### config.mk
export PLATFORM = sky130hd
export DESIGN_NAME = framed_csv_angle_parser_flat
export DESIGN_NICKNAME = d
export VERILOG_FILES = /design/src/rtl/core/fcap_pkg.sv /design/src/rtl/core/fcap_byte_if.sv /design/src/rtl/core/fcap_angle_if.sv /design/src/rtl/core/framed_csv_angle_parser.sv /design/src/flat_wrapper.sv
export SDC_FILE = /design/constraint.sdc
export NUM_CORES = 1
export LEC_CHECK = 0
export ABC_CLOCK_PERIOD_IN_PS = 7300
export BUFFER_PORTS_ARGS = -buffer_cell sky130_fd_sc_hd__buf_2
export CAP_MARGIN = 20
export CORE_UTILIZATION = 45
export CTS_BUF_LIST = sky130_fd_sc_hd__clkbuf_4
export CTS_CLUSTER_SIZE = 28
export DETAILED_ROUTE_END_ITERATION = 10
export SLEW_MARGIN = 20
export SYNTH_ARGS = -nofsm -noshare
export SYNTH_HDL_FRONTEND = slang
export SYNTH_SLANG_ARGS = --single-unit
### constraint.sdc
create_clock -name clk -period 7.3 [get_ports clk]
set_input_delay 0.73 -clock clk [delete_from_list [all_inputs] [get_ports clk]]
set_output_delay 0.73 -clock clk [all_outputs]
set_load 0.05 [all_outputs]
### src/rtl/core/fcap_pkg.sv
// ----------------------------------------------------------------------------
// fcap_pkg
// Constants and types shared by the framed CSV angle parser files.
// ----------------------------------------------------------------------------
package fcap_pkg;

	localparam int DEFAULT_MAX_CHARS   = 31;
	localparam int DEFAULT_FIELD_COUNT = 6;

	localparam int BYTE_W      = 8;
	localparam int ANGLE_W     = 16;
	localparam int ANGLE_COUNT = 6;

	localparam logic [BYTE_W-1:0] START_MARK = 8'h50; // 'P'
	localparam logic [BYTE_W-1:0] END_MARK   = 8'h0A; // newline
	localparam logic [BYTE_W-1:0] SEP_MARK   = 8'h2C; // ','
	localparam logic [BYTE_W-1:0] PLUS_CHAR  = 8'h2B;
	localparam logic [BYTE_W-1:0] MINUS_CHAR = 8'h2D;
	localparam logic [BYTE_W-1:0] SPACE_CHAR = 8'h20;
	localparam logic [BYTE_W-1:0] TAB_CHAR   = 8'h09;
	localparam logic [BYTE_W-1:0] CR_CHAR    = 8'h0D;
	localparam logic [BYTE_W-1:0] ZERO_CHAR  = 8'h30;
	localparam logic [BYTE_W-1:0] NINE_CHAR  = 8'h39;
	localparam logic [BYTE_W-1:0] NUL_CHAR   = 8'h00;

	typedef enum logic [1:0] {
		PH_IDLE,
		PH_LEAD,
		PH_DIGITS,
		PH_DONE
	} token_phase_t;

endpackage

### src/rtl/core/fcap_byte_if.sv
// ----------------------------------------------------------------------------
// fcap_byte_if
// Valid/ready channel carrying one received serial byte per request.
// ----------------------------------------------------------------------------
interface fcap_byte_if;
	logic                          valid;
	logic                          ready;
	logic [fcap_pkg::BYTE_W-1:0]   rx_byte;

	modport source (output valid, output rx_byte, input ready);
	modport sink   (input valid, input rx_byte, output ready);
endinterface

### src/rtl/core/fcap_angle_if.sv
// ----------------------------------------------------------------------------
// fcap_angle_if
// Valid/ready channel carrying the six parsed angles of one frame.
// ----------------------------------------------------------------------------
interface fcap_angle_if;
	logic                                 valid;
	logic                                 ready;
	logic signed [fcap_pkg::ANGLE_W-1:0]  angle_1;
	logic signed [fcap_pkg::ANGLE_W-1:0]  angle_2;
	logic signed [fcap_pkg::ANGLE_W-1:0]  angle_3;
	logic signed [fcap_pkg::ANGLE_W-1:0]  angle_4;
	logic signed [fcap_pkg::ANGLE_W-1:0]  angle_5;
	logic signed [fcap_pkg::ANGLE_W-1:0]  angle_6;
	logic                                 fields_missing;

	modport source (
		output valid, output angle_1, output angle_2, output angle_3,
		output angle_4, output angle_5, output angle_6, output fields_missing,
		input ready
	);
	modport sink (
		input valid, input angle_1, input angle_2, input angle_3,
		input angle_4, input angle_5, input angle_6, input fields_missing,
		output ready
	);
endinterface

### src/rtl/core/framed_csv_angle_parser.sv
// ----------------------------------------------------------------------------
// framed_csv_angle_parser
// Frames serial text between 'P' and newline and parses comma separated
// integers into six signed 16-bit angles.
// ----------------------------------------------------------------------------
// Usage:
//   rx carries one received byte per request. Bytes outside a frame are
//   dropped until 'P' opens one. Inside a frame, up to MAX_CHARS bytes (or
//   up to a zero byte) form the text; a newline closes the frame and sends
//   one request on angles with the parsed values and fields_missing.
//   Each token is read like atoi: leading whitespace, optional sign, digits;
//   values wrap modulo 2^16. Empty tokens are skipped, missing ones read 0.
// Throughput: one byte per cycle, unless a closing newline waits on an untaken result.
// Pipeline: two register stages, input byte then result; a newline passes
//   through the input register into the result register, which drives angles.
// Reset: arst_n clears the frame state, the token state, the stored values
//   and both valid flags; the block accepts bytes right after release.
// Stall: a result waits in the output register. Bytes keep flowing while it
//   waits; only a closing newline in the input register, with the previous
//   result still untaken, holds rx.ready low until angles.ready frees it.
// ----------------------------------------------------------------------------
module framed_csv_angle_parser #(
	parameter int MAX_CHARS   = fcap_pkg::DEFAULT_MAX_CHARS,
	parameter int FIELD_COUNT = fcap_pkg::DEFAULT_FIELD_COUNT
) (
	input  logic                 clk,
	input  logic                 arst_n,
	fcap_byte_if.sink            rx,
	fcap_angle_if.source         angles
);

	localparam int CC_W = $clog2(MAX_CHARS + 1);
	localparam int FI_W = $clog2(FIELD_COUNT + 1);
	localparam int AW   = fcap_pkg::ANGLE_W;
	localparam int BW   = fcap_pkg::BYTE_W;
	localparam int NA   = fcap_pkg::ANGLE_COUNT;

	// Input register stage
	logic                   valid_s1;
	logic [BW-1:0]          byte_s1;

	// Frame and token state
	logic                   in_frame_q,    in_frame_n;
	logic [CC_W-1:0]        char_count_q,  char_count_n;
	logic                   text_ended_q,  text_ended_n;
	logic [FI_W-1:0]        field_index_q, field_index_n;
	fcap_pkg::token_phase_t phase_q,       phase_n;
	logic                   negative_q,    negative_n;
	logic [AW-1:0]          acc_q,         acc_n;
	logic [AW-1:0]          fv_q [FIELD_COUNT];
	logic [AW-1:0]          fv_n [FIELD_COUNT];

	// Result register
	logic                   out_valid_q;
	logic [AW-1:0]          angle_q [NA];
	logic                   missing_q;

	// Result as it would leave the current newline
	logic [AW-1:0]          res_angle [NA];
	logic                   res_missing;

	logic                   is_close;
	logic                   advance;
	logic                   step;
	logic                   out_load;
	logic                   fin_write;
	logic [AW-1:0]          fin_value;
	logic [FI_W-1:0]        idx_after;
	logic [CC_W-1:0]        cc_inc;
	logic                   c_space;
	logic                   c_sign;
	logic                   c_digit;
	logic [AW-1:0]          acc_next_digit;

	// A newline in a frame needs the result register; hold it while that
	// register still carries a result the sink has not taken.
	assign is_close = valid_s1 && in_frame_q && (byte_s1 == fcap_pkg::END_MARK);
	assign advance  = !(is_close && out_valid_q && !angles.ready);
	assign step     = valid_s1 && advance;
	assign out_load = step && is_close;
	assign rx.ready = !valid_s1 || advance;

	// Character classes of the byte under work
	assign c_space = (byte_s1 == fcap_pkg::SPACE_CHAR) ||
		((byte_s1 >= fcap_pkg::TAB_CHAR) && (byte_s1 <= fcap_pkg::CR_CHAR));
	assign c_sign  = (byte_s1 == fcap_pkg::PLUS_CHAR) || (byte_s1 == fcap_pkg::MINUS_CHAR);
	assign c_digit = (byte_s1 >= fcap_pkg::ZERO_CHAR) && (byte_s1 <= fcap_pkg::NINE_CHAR);

	// acc * 10 + digit, wrapping at 16 bits
	assign acc_next_digit = {acc_q[AW-4:0], 3'b000} + {acc_q[AW-2:0], 1'b0}
		+ AW'(byte_s1 - fcap_pkg::ZERO_CHAR);

	// Closing a token: store it if a slot is left
	assign fin_write = (phase_q != fcap_pkg::PH_IDLE) && (field_index_q < FI_W'(FIELD_COUNT));
	assign fin_value = negative_q ? (AW'(0) - acc_q) : acc_q;
	assign idx_after = field_index_q + FI_W'(fin_write);
	assign cc_inc    = char_count_q + CC_W'(1);

	// Output values, with the token that the newline closes folded in
	genvar k;
	generate
		for (k = 0; k < NA; k++) begin : g_res
			if (k < FIELD_COUNT) begin : g_used
				assign res_angle[k] = (fin_write && (field_index_q == FI_W'(k)))
					? fin_value : fv_q[k];
			end else begin : g_unused
				assign res_angle[k] = '0;
			end
		end
	endgenerate
	assign res_missing = idx_after < FI_W'(FIELD_COUNT);

	always_comb begin
		in_frame_n    = in_frame_q;
		char_count_n  = char_count_q;
		text_ended_n  = text_ended_q;
		field_index_n = field_index_q;
		phase_n       = phase_q;
		negative_n    = negative_q;
		acc_n         = acc_q;
		for (int i = 0; i < FIELD_COUNT; i++) begin
			fv_n[i] = fv_q[i];
		end

		if (step) begin
			if (!in_frame_q) begin
				// Open a frame on the start marker, drop anything else
				if (byte_s1 == fcap_pkg::START_MARK) begin
					in_frame_n    = 1'b1;
					char_count_n  = '0;
					text_ended_n  = 1'b0;
					field_index_n = '0;
					phase_n       = fcap_pkg::PH_IDLE;
					negative_n    = 1'b0;
					acc_n         = '0;
					for (int i = 0; i < FIELD_COUNT; i++) begin
						fv_n[i] = '0;
					end
				end
			end else if (byte_s1 == fcap_pkg::END_MARK) begin
				// Close the frame; the result register takes res_*
				in_frame_n    = 1'b0;
				char_count_n  = '0;
				text_ended_n  = 1'b0;
				field_index_n = '0;
				phase_n       = fcap_pkg::PH_IDLE;
				negative_n    = 1'b0;
				acc_n         = '0;
				for (int i = 0; i < FIELD_COUNT; i++) begin
					fv_n[i] = '0;
				end
			end else if (!text_ended_q) begin
				if (byte_s1 == fcap_pkg::NUL_CHAR) begin
					text_ended_n = 1'b1;
				end else begin
					char_count_n = cc_inc;
					if (cc_inc >= CC_W'(MAX_CHARS)) begin
						text_ended_n = 1'b1;
					end
					if (byte_s1 == fcap_pkg::SEP_MARK) begin
						// Separator: store the pending token, skip empty ones
						if (fin_write) begin
							for (int i = 0; i < FIELD_COUNT; i++) begin
								if (field_index_q == FI_W'(i)) begin
									fv_n[i] = fin_value;
								end
							end
						end
						field_index_n = idx_after;
						phase_n       = fcap_pkg::PH_IDLE;
						negative_n    = 1'b0;
						acc_n         = '0;
					end else begin
						unique case (phase_q)
							fcap_pkg::PH_IDLE, fcap_pkg::PH_LEAD: begin
								if (c_space) begin
									phase_n = fcap_pkg::PH_LEAD;
								end else if (c_sign) begin
									negative_n = (byte_s1 == fcap_pkg::MINUS_CHAR);
									phase_n    = fcap_pkg::PH_DIGITS;
								end else if (c_digit) begin
									acc_n   = acc_next_digit;
									phase_n = fcap_pkg::PH_DIGITS;
								end else begin
									phase_n = fcap_pkg::PH_DONE;
								end
							end
							fcap_pkg::PH_DIGITS: begin
								if (c_digit) begin
									acc_n = acc_next_digit;
								end else begin
									phase_n = fcap_pkg::PH_DONE;
								end
							end
							fcap_pkg::PH_DONE: begin
								phase_n = fcap_pkg::PH_DONE;
							end
							default: begin
								phase_n = phase_q;
							end
						endcase
					end
				end
			end
		end
	end

	// Input register
	always_ff @(posedge clk or negedge arst_n) begin
		if (!arst_n) begin
			valid_s1 <= 1'b0;
		end else if (rx.ready) begin
			valid_s1 <= rx.valid;
		end
	end

	always_ff @(posedge clk) begin
		if (rx.ready && rx.valid) begin
			byte_s1 <= rx.rx_byte;
		end
	end

	// Parse state
	always_ff @(posedge clk or negedge arst_n) begin
		if (!arst_n) begin
			in_frame_q    <= 1'b0;
			char_count_q  <= '0;
			text_ended_q  <= 1'b0;
			field_index_q <= '0;
			phase_q       <= fcap_pkg::PH_IDLE;
			negative_q    <= 1'b0;
			acc_q         <= '0;
			for (int i = 0; i < FIELD_COUNT; i++) begin
				fv_q[i] <= '0;
			end
		end else begin
			in_frame_q    <= in_frame_n;
			char_count_q  <= char_count_n;
			text_ended_q  <= text_ended_n;
			field_index_q <= field_index_n;
			phase_q       <= phase_n;
			negative_q    <= negative_n;
			acc_q         <= acc_n;
			for (int i = 0; i < FIELD_COUNT; i++) begin
				fv_q[i] <= fv_n[i];
			end
		end
	end

	// Result register: load on a closing newline, drop once taken
	always_ff @(posedge clk or negedge arst_n) begin
		if (!arst_n) begin
			out_valid_q <= 1'b0;
		end else if (out_load) begin
			out_valid_q <= 1'b1;
		end else if (angles.ready) begin
			out_valid_q <= 1'b0;
		end
	end

	always_ff @(posedge clk) begin
		if (out_load) begin
			for (int i = 0; i < NA; i++) begin
				angle_q[i] <= res_angle[i];
			end
			missing_q <= res_missing;
		end
	end

	assign angles.valid          = out_valid_q;
	assign angles.angle_1        = angle_q[0];
	assign angles.angle_2        = angle_q[1];
	assign angles.angle_3        = angle_q[2];
	assign angles.angle_4        = angle_q[3];
	assign angles.angle_5        = angle_q[4];
	assign angles.angle_6        = angle_q[5];
	assign angles.fields_missing = missing_q;

endmodule

### src/flat_wrapper.sv
// flat-port wrapper written by rule: the top's interface ports become plain ports
module framed_csv_angle_parser_flat 
#(
	parameter int MAX_CHARS   = fcap_pkg::DEFAULT_MAX_CHARS,
	parameter int FIELD_COUNT = fcap_pkg::DEFAULT_FIELD_COUNT
)
  (clk, arst_n, rx_valid, rx_rx_byte, rx_ready, angles_valid, angles_angle_1, angles_angle_2, angles_angle_3, angles_angle_4, angles_angle_5, angles_angle_6, angles_fields_missing, angles_ready);
  fcap_byte_if rx_i ();
  fcap_angle_if angles_i ();
  input  logic clk;
  input  logic arst_n;
  input wire logic [$bits(rx_i.valid)-1:0] rx_valid;
  input wire logic [$bits(rx_i.rx_byte)-1:0] rx_rx_byte;
  output wire logic [$bits(rx_i.ready)-1:0] rx_ready;
  output wire logic [$bits(angles_i.valid)-1:0] angles_valid;
  output wire logic [$bits(angles_i.angle_1)-1:0] angles_angle_1;
  output wire logic [$bits(angles_i.angle_2)-1:0] angles_angle_2;
  output wire logic [$bits(angles_i.angle_3)-1:0] angles_angle_3;
  output wire logic [$bits(angles_i.angle_4)-1:0] angles_angle_4;
  output wire logic [$bits(angles_i.angle_5)-1:0] angles_angle_5;
  output wire logic [$bits(angles_i.angle_6)-1:0] angles_angle_6;
  output wire logic [$bits(angles_i.fields_missing)-1:0] angles_fields_missing;
  input wire logic [$bits(angles_i.ready)-1:0] angles_ready;
  assign rx_i.valid = rx_valid;
  assign rx_i.rx_byte = rx_rx_byte;
  assign rx_ready = rx_i.ready;
  assign angles_valid = angles_i.valid;
  assign angles_angle_1 = angles_i.angle_1;
  assign angles_angle_2 = angles_i.angle_2;
  assign angles_angle_3 = angles_i.angle_3;
  assign angles_angle_4 = angles_i.angle_4;
  assign angles_angle_5 = angles_i.angle_5;
  assign angles_angle_6 = angles_i.angle_6;
  assign angles_fields_missing = angles_i.fields_missing;
  assign angles_i.ready = angles_ready;
  framed_csv_angle_parser #(.MAX_CHARS(MAX_CHARS), .FIELD_COUNT(FIELD_COUNT)) u_core (.clk(clk), .arst_n(arst_n), .rx(rx_i), .angles(angles_i));
endmodule
==> reports/metrics.csv, run 1 <==
metric;value;unit
total power draw;3.043;mW
layout cells sized above 1;0.3305;
min cycle time layout;3559;ps
RSZ-0062 raised after global routing;no;
part of the cycle the worst path needs;0.4876;
Final setup viols;0;
Post-CTS Repair Setup Buffers;0;
CTS Buf Count;60;
Worst Path Required;7590;ps
status;complete, no violations;
Layout area overhead;15.87;%
area leader, netlist;dfrtp_1;
CTS resizes;0;
final WL;24960;um
Antenna Nets Post-Route;0;
GRT overflow;0;
Post-Syn Area;0.01090;sq mm
Max Buffers Root-to-Sink;3;
pwr/cell area;241.1;mW/mm^2
Worst Clk Skew;41.33;ps
Clock transition at path regs;70;ps
Seq pwr share;0.471;
Max Freq;281.0;MHz
Top FF cell, synth;dfrtp_1;
max-cap violations;0;
static leakage;5.273;nW
switching share of total power;0.2831;
worst IR drop on VDD;0.1197;mV
Synth Net Count;924;
HPWL after DPL;16300;um
Cells after Synth;875;
root buf cell;clkbuf_4;
post-route setup TNS;0;ps
DRC;0;
vias in the first global route;7220;
post-synth top area share;0.2917;
worst skew pair latency;700;ps
routability congestion estimate;0.8405;
H-tree depth;2;
cts hold-fix bufs;0;
Critical-path top delay cell;buf_4;
drt first pass iters;5;
Synth Register Bits;232;
most frequent cells in the layout;127 x dfrtp_1, 109 x buf_2, 105 x edfxtp_1, 100 x clkbuf_4, 94 x nor2_1;
ys async rst share;0.5474;
CP Launch Type;flip-flop;
synthesized area per cell;12.45;sq um
initial core utilization;0.4614;
wire per inst;17.89;um
placed instance count;1279;
Synth Warn #;0;
final hold vios;0;
port buffer count;110;
delay of the slowest critical-path stage;830;ps
most common cell after layout, fill and taps aside;dfrtp_1;
largest net degree at the start of global routing;75;
core area;0.02361;sq mm
fin util;0.5347;
Worst setup EP type;flip-flop;
Comb pwr share;0.139;
row cnt;56;
Critical Path Fanout Max;74;
Sink Count;232;
Slew Limit Fails;0;
number of synthesized flops with an enable pin;105;
critical path type;reg -> reg;
DIE HEIGHT;157.6;um
gr usage total;0.2110;
Ports;111;
Hold WC Path Type;in -> async;
worst-margin pin slew;1048;ps
Via Count;7355;
Internal Pwr Total;2.182;mW
CTS tree;yes;
initial antenna violation count;1;
Clock power frac;0.390;
first-pass GRT wire length;39740;um
CP arrival;3850;ps
switching pwr;0.8616;mW
Finished Layout Cells;1395;
nets;1071;
Worst slew margin;0.3014;
Die X-Extent;157.6;um
Synth area leaders;dfrtp_1 29%, edfxtp_1 29%, mux2_2 9.3%;
die area;0.02484;sq mm
critical path cell sequence;inv_1, ha_1, nand4bb_1, nor2_1, nand3_1, nor2b_4, buf_4;
Yosys cell types;70;
DR vias/cell;5.272;
DRT iter0 DRCs;488;
register area share after synthesis;0.5811;
## metal layers
layer | track usage | routed length [um] | vias up
li1 | - | - | 3495
met1 | 0.2961 | 11890 | 3628
met2 | 0.3335 | 11610 | 188
met3 | 0.03613 | 1017 | 44
met4 | 0.06750 | 442 | 0
met5 | 0 | 0 | -
## worst max-delay path, delay by kind of cell, from the launching register on
family,cells,cell delay [ps]
AND/OR/NAND/NOR,4,1410
flip-flops,1,480
adder cells (fa/ha/maj),1,250
buffers and inverters,2,950
## cells in the mapped netlist, types with 5 or more instances
cell type,instances
dfrtp_1,127
nand2b_1,8
xor2_1,14
nand3_1,9
mux2_4,10
inv_1,28
fa_1,13
nand2_1,60
nor3_1,8
o21ai_0,49
nor2b_1,7
o211ai_1,6
ha_1,24
buf_2,5
xnor2_1,14
a21oi_1,77
buf_4,6
a21o_1,6
a22o_1,11
clkbuf_1,22
nor2_1,95
edfxtp_1,105
a31oi_1,6
mux2_2,90
## final timing paths
path,startpoint,end,slack (ps),cells past startpoint
max,u_core.byte_s1[4]$_DFFE_PP_,u_core.angle_q[1][6]$_DFFE_PP_,3740,7
min,arst_n,u_core.char_count_q[1]$_DFFE_PN0P_,130,1
max reg2reg,u_core.byte_s1[4]$_DFFE_PP_,u_core.angle_q[1][6]$_DFFE_PP_,3740,7
min reg2reg,u_core.fv_q[89]$_DFFE_PN0P_,u_core.fv_q[89]$_DFFE_PN0P_,490,1
max in group asynchronous,arst_n,u_core.fv_q[34]$_DFFE_PN0P_,5750,2
min in group clk,rx_rx_byte[4],u_core.byte_s1[4]$_DFFE_PP_,230,1
## power groups by stage
stage | registers, mW | logic (mW) | clock network [mW]
after floorplan | 1.44 | 0.315 | 0
after global placement | 1.46 | 0.421 | 0
after detailed placement | 1.46 | 0.424 | 0
after CTS | 1.43 | 0.426 | 1.22
after global routing | 1.44 | 0.471 | 1.28
final | 1.43 | 0.423 | 1.19
## flip-flops by register name, summed over array words and instances (netlist names), 2 cells and up
register and flops:
u_core.phase_q 2, u_core.angle_q 96, u_core.fv_q 96, u_core.acc_q 16, u_core.field_index_q 3, u_core.byte_s1 8
u_core.char_count_q 5
## cell families (layout without fill, tap and decap cells)
family	after synthesis	after routing	share of synthesized area
buf+inv	65	264	0.02710
simple gates	214	214	0.09049
flops	232	232	0.5811
fa+ha+maj	37	37	0.05145
mux	104	104	0.1107
xor+xnor	30	30	0.02549
compound gates	193	193	0.1137
other cells	0	2	0
## stage by stage
step	setup WS [ps]	cell area, sq um	hold slack, ps
3_3_place_gp	3847	11780	473.0
5_1_grt	3408	12620	160.8
6_report	3741	12620	134.0
4_1_cts	3741	12620	124.2
3_5_place_dp	3763	11780	475.0
2_1_floorplan	1129	10900	434.4
## layout make-up
class | instances | area (sq um)
well taps | 319 | 399.1
repair buffers | 122 | 643.1
fillers | 2140 | 10990
clock inverters | 14 | 91.34
multi-input cells | 578 | 4299
diodes | 2 | 5.005
clock buffers | 100 | 750.7
flip-flops and latches | 232 | 6331
inverters | 28 | 105.1
Note: power is estimated with default switching activity, not from simulation.
==> run 2: changes to the inputs <==
--- a/config.mk
+++ b/config.mk
@@ -5,7 +5,7 @@
 export SDC_FILE = /design/constraint.sdc
 export NUM_CORES = 1
 export LEC_CHECK = 0
-export ABC_CLOCK_PERIOD_IN_PS = 7300
+export ABC_CLOCK_PERIOD_IN_PS = 3600
 export BUFFER_PORTS_ARGS = -buffer_cell sky130_fd_sc_hd__buf_2
 export CAP_MARGIN = 20
 export CORE_UTILIZATION = 45
==> constraint.sdc (replaced) <==
create_clock -name clk -period 3.6 [get_ports clk]
set_input_delay 0.36 -clock clk [delete_from_list [all_inputs] [get_ports clk]]
set_output_delay 0.36 -clock clk [all_outputs]
set_load 0.05 [all_outputs]
==> run 2 against run 1 <==
Effect of this change:
- global-route usage up 0.16 points
- clock power up 83%
- first-iteration DRC count down 12%
- die area unchanged
- largest cell class unchanged
- combinational power up 120%
- register-to-register slack worse by 3500 ps
- via count up 0.37%
- worst hold slack worse by 17 ps
- final cell count up 1.5%
- sequential power up 100%
- sequential share of layout area down 0.74 points
- non-clock buffer count up 25
==> reports/metrics.csv, run 2 (synthesis gave the netlist of run 1 again) <==
metric;value;unit;change
Die X-Extent;157.6;um;unchanged
Layout area overhead;17.60;%;was 15.87%
core area;0.02361;sq mm;unchanged
Critical Path Fanout Max;6;;was 74
Critical Path Start;u_core.byte_s1[5]$_DFFE_PP_;;was u_core.byte_s1[4]$_DFFE_PP_
Setup Slack @ Placement;164.9;ps;was 3763 ps
nets;1095;;was 1071
DR vias/cell;5.213;;was 5.272
die area;0.02484;sq mm;unchanged
layout cells sized above 1;0.3248;;was 0.3305
worst-margin pin slew;967.4;ps;was 1048 ps
Largest regs;u_core.angle_q: 96 flops, u_core.fv_q: 96 flops, u_core.acc_q: 16 flops;;unchanged
final WL;25190;um;was 24960 um
filler instances;2066;;was 2140
area taken by multi-input logic gates;0.004310;sq mm;was 0.004299 sq mm
Slew Limit Fails;0;;unchanged
DRT iter0 DRCs;431;;was 488
gr usage total;0.2125;;was 0.2110
wire per inst;17.79;um;was 17.89 um
most frequent cells in the layout;127 x dfrtp_1, 109 x buf_2, 105 x edfxtp_1, 94 x nor2_1, 90 x mux2_2;;was 127 x dfrtp_1, 109 x buf_2, 105 x edfxtp_1, 100 x clkbuf_4, 94 x nor2_1
r2r endpoint;u_core.acc_q[14]$_DFFE_PN0P_;;was u_core.angle_q[1][6]$_DFFE_PP_
HPWL after DPL;16990;um;was 16300 um
min cycle time layout;3338;ps;was 3559 ps
Ports;111;;unchanged
worst skew pair latency;690;ps;was 700 ps
DIE HEIGHT;157.6;um;unchanged
final hold vios;0;;unchanged
R2R cell count;10;;was 7
RSZ-0062 raised after global routing;no;;unchanged
Worst Path Required;4130;ps;was 7590 ps
initial core utilization;0.4614;;unchanged
DRC;0;;unchanged
CP Capture Point;u_core.acc_q[14]$_DFFE_PN0P_;;was u_core.angle_q[1][6]$_DFFE_PP_
routability congestion estimate;0.8345;;was 0.8405
most common cell after layout, fill and taps aside;dfrtp_1;;unchanged
Final setup viols;0;;unchanged
CTS tree;yes;;unchanged
initial antenna violation count;1;;unchanged
largest net degree at the start of global routing;74;;was 75
worst IR drop on VDD;0.3332;mV;was 0.1197 mV
critical path type;reg -> reg;;unchanged
Max Freq;299.6;MHz;was 281.0 MHz
CTS Buf Count;59;;was 60
part of the cycle the worst path needs;0.9271;;was 0.4876
row cnt;56;;unchanged
Max Buffers Root-to-Sink;3;;unchanged
Sink Count;232;;unchanged
H-tree depth;2;;unchanged
max-cap violations;0;;unchanged
GRT overflow;0;;unchanged
reg2reg start;u_core.byte_s1[5]$_DFFE_PP_;;was u_core.byte_s1[4]$_DFFE_PP_
static leakage;5.350;nW;was 5.273 nW
port buffer count;110;;unchanged
first-pass GRT wire length;39860;um;was 39740 um
Clock transition at path regs;60;ps;was 70 ps
status;complete, no violations;;unchanged
post-route setup TNS;0;ps;unchanged
Antenna Nets Post-Route;0;;unchanged
final worst slack;262.3;ps;was 3741 ps
r2r setup slk;260;ps;was 3740 ps
CP Launch Type;flip-flop;;unchanged
Worst Clk Skew;48.87;ps;was 41.33 ps
drt first pass iters;6;;was 5
root buf cell;clkbuf_4;;unchanged
vias in the first global route;7241;;was 7220
Worst slew margin;0.3521;;was 0.3014
Hold WC Path Type;in -> reg;;was in -> async
Worst setup EP type;flip-flop;;unchanged
CP arrival;3870;ps;was 3850 ps
pwr/cell area;468.6;mW/mm^2;was 241.1 mW/mm^2
FF/Latch Area;0.006331;sq mm;unchanged
Via Count;7382;;was 7355
==> run 2: cell types whose count changed in the layout (fill, tap and decap cells not counted), sizes merged <==
cell         previous run  this run
buf                   122       137
diode                   2         1
bufinv                  1         0
clkbuf                100        88
dlygate4sd3             0        10
clkinvlp                2         0
clkinv                 11        23
==> run 2: final cells by class <==
class | count | share of cell area
Sequential cell | 232 | 0.4941
Multi-Input combinational cell | 578 | 0.3364
Timing Repair Buffer | 147 | 0.07070
Clock buffer | 88 | 0.05156
Tap cell | 319 | 0.03115
Inverter | 28 | 0.008202
Clock inverter | 23 | 0.007714
Antenna cell | 1 | 0.0001953
==> run 2: how the worst min path moves through the flow <==
stage / depth (start not counted) / startpoint / endpoint / slack, ps
2_1_floorplan: 0 / arst_n / u_core.acc_q[0]$_DFFE_PN0P_ / 60
3_3_place_gp: 1 / arst_n / u_core.char_count_q[0]$_DFFE_PN0P_ / 400
3_5_place_dp: 1 / arst_n / u_core.char_count_q[3]$_DFFE_PN0P_ / 410
4_1_cts: 3 / angles_ready / u_core.angles.valid$_DFFE_PN0P_ / 60
5_1_grt: 3 / angles_ready / u_core.angles.valid$_DFFE_PN0P_ / 80
6_report: 3 / angles_ready / u_core.angles.valid$_DFFE_PN0P_ / 120
==> run 2: through the flow <==
step / hold slack (ps) / utilization / std cells / total power [mW] / cell area [sq um]
floorplan: 64.41 / - / 875 / 3.562 / 10910
global placement: 403.4 / 0.5059 / 1294 / 3.858 / 11950
detailed placement: 406.3 / 0.5059 / 1294 / 3.866 / 11950
CTS: 57.17 / 0.5423 / 1415 / 6.084 / 12800
global route: 79.72 / 0.5427 / 1416 / 6.317 / 12810
finish: 117.4 / 0.5427 / 1416 / 6.005 / 12810
==> run 2: power by group <==
group | total [mW] | switching, mW | leakage (nW) | internal, mW
Sequential | 2.90 | 0.0801 | 2.54 | 2.82
Combinational | 0.923 | 0.605 | 2.36 | 0.318
Clock | 2.18 | 1.05 | 0.451 | 1.13
==> run 2: per-layer routing <==
metal  part of all wire  vias to the layer above  global-route usage
li1                   -                     3551                   -
met1               0.46                     3595              0.2847
met2               0.47                      192              0.3445
met3              0.047                       44             0.03969
met4              0.023                        0             0.07813
met5                  0                        -                   0
==> run 2: critical path: stages, from the launching register on <==
cell and delay [ps]:
edfxtp_1 450, ha_1 300, nor3_4 250, buf_4 230, fa_1 430, ha_1 370, a21oi_1 370, nor3b_1 320
a2111o_1 180, o21ai_0 60, mux2_2 260
==> run 2: repair_timing <==
item                                    in CTS  in global routing
gates resized for setup                      0                  2
hold buffers                                10                  0
endpoints found under the hold margin       51                  0
endpoints found under the setup margin       0                  2
buffers inserted                             0                  0
==> run 3: changes to the inputs <==
--- a/config.mk
+++ b/config.mk
@@ -5,13 +5,14 @@
 export SDC_FILE = /design/constraint.sdc
 export NUM_CORES = 1
 export LEC_CHECK = 0
-export ABC_CLOCK_PERIOD_IN_PS = 3600
-export BUFFER_PORTS_ARGS = -buffer_cell sky130_fd_sc_hd__buf_2
+export ABC_CLOCK_PERIOD_IN_PS = 3550
 export CAP_MARGIN = 20
 export CORE_UTILIZATION = 45
 export CTS_BUF_LIST = sky130_fd_sc_hd__clkbuf_4
 export CTS_CLUSTER_SIZE = 28
 export DETAILED_ROUTE_END_ITERATION = 10
+export DONT_BUFFER_PORTS = 1
+export PLACE_DENSITY = 0.6
 export SLEW_MARGIN = 20
 export SYNTH_ARGS = -nofsm -noshare
 export SYNTH_HDL_FRONTEND = slang
==> constraint.sdc (replaced) <==
create_clock -name clk -period 3.55 [get_ports clk]
set_input_delay 0.355 -clock clk [delete_from_list [all_inputs] [get_ports clk]]
set_output_delay 0.355 -clock clk [all_outputs]
set_load 0.05 [all_outputs]
==> run 3 against run 2 <==
Effect of this change:
- worst hold slack worse by 22 ps
- worst setup slack improved by 18 ps
- highest routed layer unchanged
- clock-buffer cell count rose by 4
==> reports/metrics.csv, run 3 (synthesis gave the netlist of run 1 again) <==
metric;value;unit;change
r2r setup slk;280;ps;was 260 ps
drt first pass iters;5;;was 6
largest net degree at the start of global routing;128;;was 74
RSZ-0062 raised after global routing;no;;unchanged
min cycle time layout;3270;ps;was 3338 ps
gr usage total;0.2089;;was 0.2125
max-cap violations;0;;unchanged
root buf cell;clkbuf_4;;unchanged
Worst slew margin;0.3634;;was 0.3521
post-route setup TNS;0;ps;unchanged
Hold WC Path Type;in -> reg;;unchanged
WHS Endpoint;u_core.byte_s1[0]$_DFFE_PP_;;was u_core.angles.valid$_DFFE_PN0P_
DIE HEIGHT;157.6;um;unchanged
final WL;24640;um;was 25190 um
wire per inst;18.72;um;was 17.79 um
GRT overflow;0;;unchanged
R2R cell count;10;;unchanged
Antenna Nets Post-Route;0;;unchanged
row cnt;56;;unchanged
hold path cells;1;;was 3
HPWL after DPL;16100;um;was 16990 um
reg2reg start;u_core.byte_s1[5]$_DFFE_PP_;;unchanged
CTS Buf Count;61;;was 59
port buffer count;0;;was 110
Layout area overhead;13.42;%;was 17.60%
Ports;111;;unchanged
first-pass GRT wire length;39080;um;was 39860 um
Setup Slack @ Placement;208.1;ps;was 164.9 ps
initial core utilization;0.4614;;unchanged
routability congestion estimate;0.8357;;was 0.8345
worst skew pair latency;720;ps;was 690 ps
CTS tree;yes;;unchanged
part of the cycle the worst path needs;0.9212;;was 0.9271
status;complete, no violations;;unchanged
Sink Count;232;;unchanged
critical path cell sequence;ha_1, nor3_2, buf_4, fa_1, ha_1, a21oi_1, nor3b_1, a2111o_1, o21ai_0, mux2_2;;was ha_1, nor3_4, buf_4, fa_1, ha_1, a21oi_1, nor3b_1, a2111o_1, o21ai_0, mux2_2
Largest regs;u_core.angle_q: 96 flops, u_core.fv_q: 96 flops, u_core.acc_q: 16 flops;;unchanged
layout cells sized above 1;0.2580;;was 0.3248
final worst slack;279.8;ps;was 262.3 ps
hold path start;rx_valid;;was angles_ready
Critical Path Start;u_core.byte_s1[5]$_DFFE_PP_;;unchanged
most common cell after layout, fill and taps aside;dfrtp_1;;unchanged
Slew Limit Fails;0;;unchanged
static leakage;5.123;nW;was 5.350 nW
Critical Path Fanout Max;6;;unchanged
core area;0.02361;sq mm;unchanged
Max Freq;305.8;MHz;was 299.6 MHz
worst IR drop on VDD;0.2540;mV;was 0.3332 mV
Die X-Extent;157.6;um;unchanged
most frequent cells in the layout;127 x dfrtp_1, 105 x edfxtp_1, 94 x nor2_1, 92 x clkbuf_4, 90 x mux2_2;;was 127 x dfrtp_1, 109 x buf_2, 105 x edfxtp_1, 94 x nor2_1, 90 x mux2_2
r2r endpoint;u_core.acc_q[14]$_DFFE_PN0P_;;unchanged
Worst Path Required;4090;ps;was 4130 ps
delay of the slowest critical-path stage;450;ps;about the same
critical path type;reg -> reg;;unchanged
CP most frequent cell;ha_1;;unchanged
Critical-path top delay cell;edfxtp_1;;unchanged
Buf/Inv on CP;1;;unchanged
DRC;0;;unchanged
cell family with most CP delay;adder cells;;unchanged
pwr/cell area;503.7;mW/mm^2;was 468.6 mW/mm^2
CP arrival;3810;ps;was 3870 ps
worst-margin pin slew;950.5;ps;was 967.4 ps
die area;0.02484;sq mm;unchanged
Worst Clk Skew;72.44;ps;was 48.87 ps
CP Launch Type;flip-flop;;unchanged
Clock transition at path regs;70;ps;was 60 ps
vias in the first global route;6924;;was 7241
Placement Cell Area;0.01140;sq mm;was 0.01195 sq mm
final instance area;0.01236;sq mm;was 0.01281 sq mm
Max Buffers Root-to-Sink;3;;unchanged
critical path depth;10;;unchanged
Via Count;7057;;was 7382
DRT iter0 DRCs;393;;was 431
final hold vios;0;;unchanged
total power draw;6.225;mW;was 6.005 mW
Final setup viols;0;;unchanged
Worst setup EP type;flip-flop;;unchanged
nets;993;;was 1095
DR vias/cell;5.362;;was 5.213
H-tree depth;2;;unchanged
initial antenna violation count;1;;unchanged
[run 3: cell types whose count changed in the layout (fill, tap and decap cells not counted), moves of 2 or more]
cell / change
buf_4: +5
clkinv_1: -2
buf_12: -2
buf_2: -109
clkbuf_4: +4
[run 3: what timing repair did]
item | in CTS | in global routing
hold buffers | 12 | 0
resized for setup | 0 | 2
endpoints found under the setup margin | 0 | 2
buffers inserted | 0 | 0
hold endpoints to repair | 137 | 0
[run 3: worst max-delay path by stage]
stage,end
after floorplan,u_core.acc_q[12]$_DFFE_PN0P_
after global placement,u_core.acc_q[12]$_DFFE_PN0P_
after detailed placement,u_core.acc_q[12]$_DFFE_PN0P_
after CTS,u_core.acc_q[12]$_DFFE_PN0P_
after global routing,u_core.acc_q[12]$_DFFE_PN0P_
final,u_core.acc_q[14]$_DFFE_PN0P_
[run 3: layer usage]
metal | GRT usage | up-vias | share of wire
met5 | 0 | - | 0
met4 | 0.07443 | 0 | 0.021
met3 | 0.03997 | 38 | 0.046
met2 | 0.3251 | 193 | 0.46
met1 | 0.2914 | 3484 | 0.47
li1 | - | 3342 | -
[run 3: per-stage QoR]
step                        util  hold WS, ps  cells
final                     0.5234        95.15   1316
after CTS                 0.5232        28.43   1315
after global routing      0.5234        50.76   1316
after global placement    0.4827        66.69   1188
after floorplan                -        59.41    875
after detailed placement  0.4827        63.32   1188
[run 3: area by class of cell]
cell class,instances,area [sq um]
fillers,2114,11250
flip-flops and latches,232,6331
multi-input cells,578,4305
clock buffers,92,690.7
well taps,319,399.1
repair buffers,43,395.4
clock inverters,23,128.9
inverters,28,105.1
diodes,1,2.502
[run 3: where the power goes]
part	internal [mW]	switching [mW]
sequential	2.86	0.0852
clock	1.27	1.11
combinational	0.312	0.595
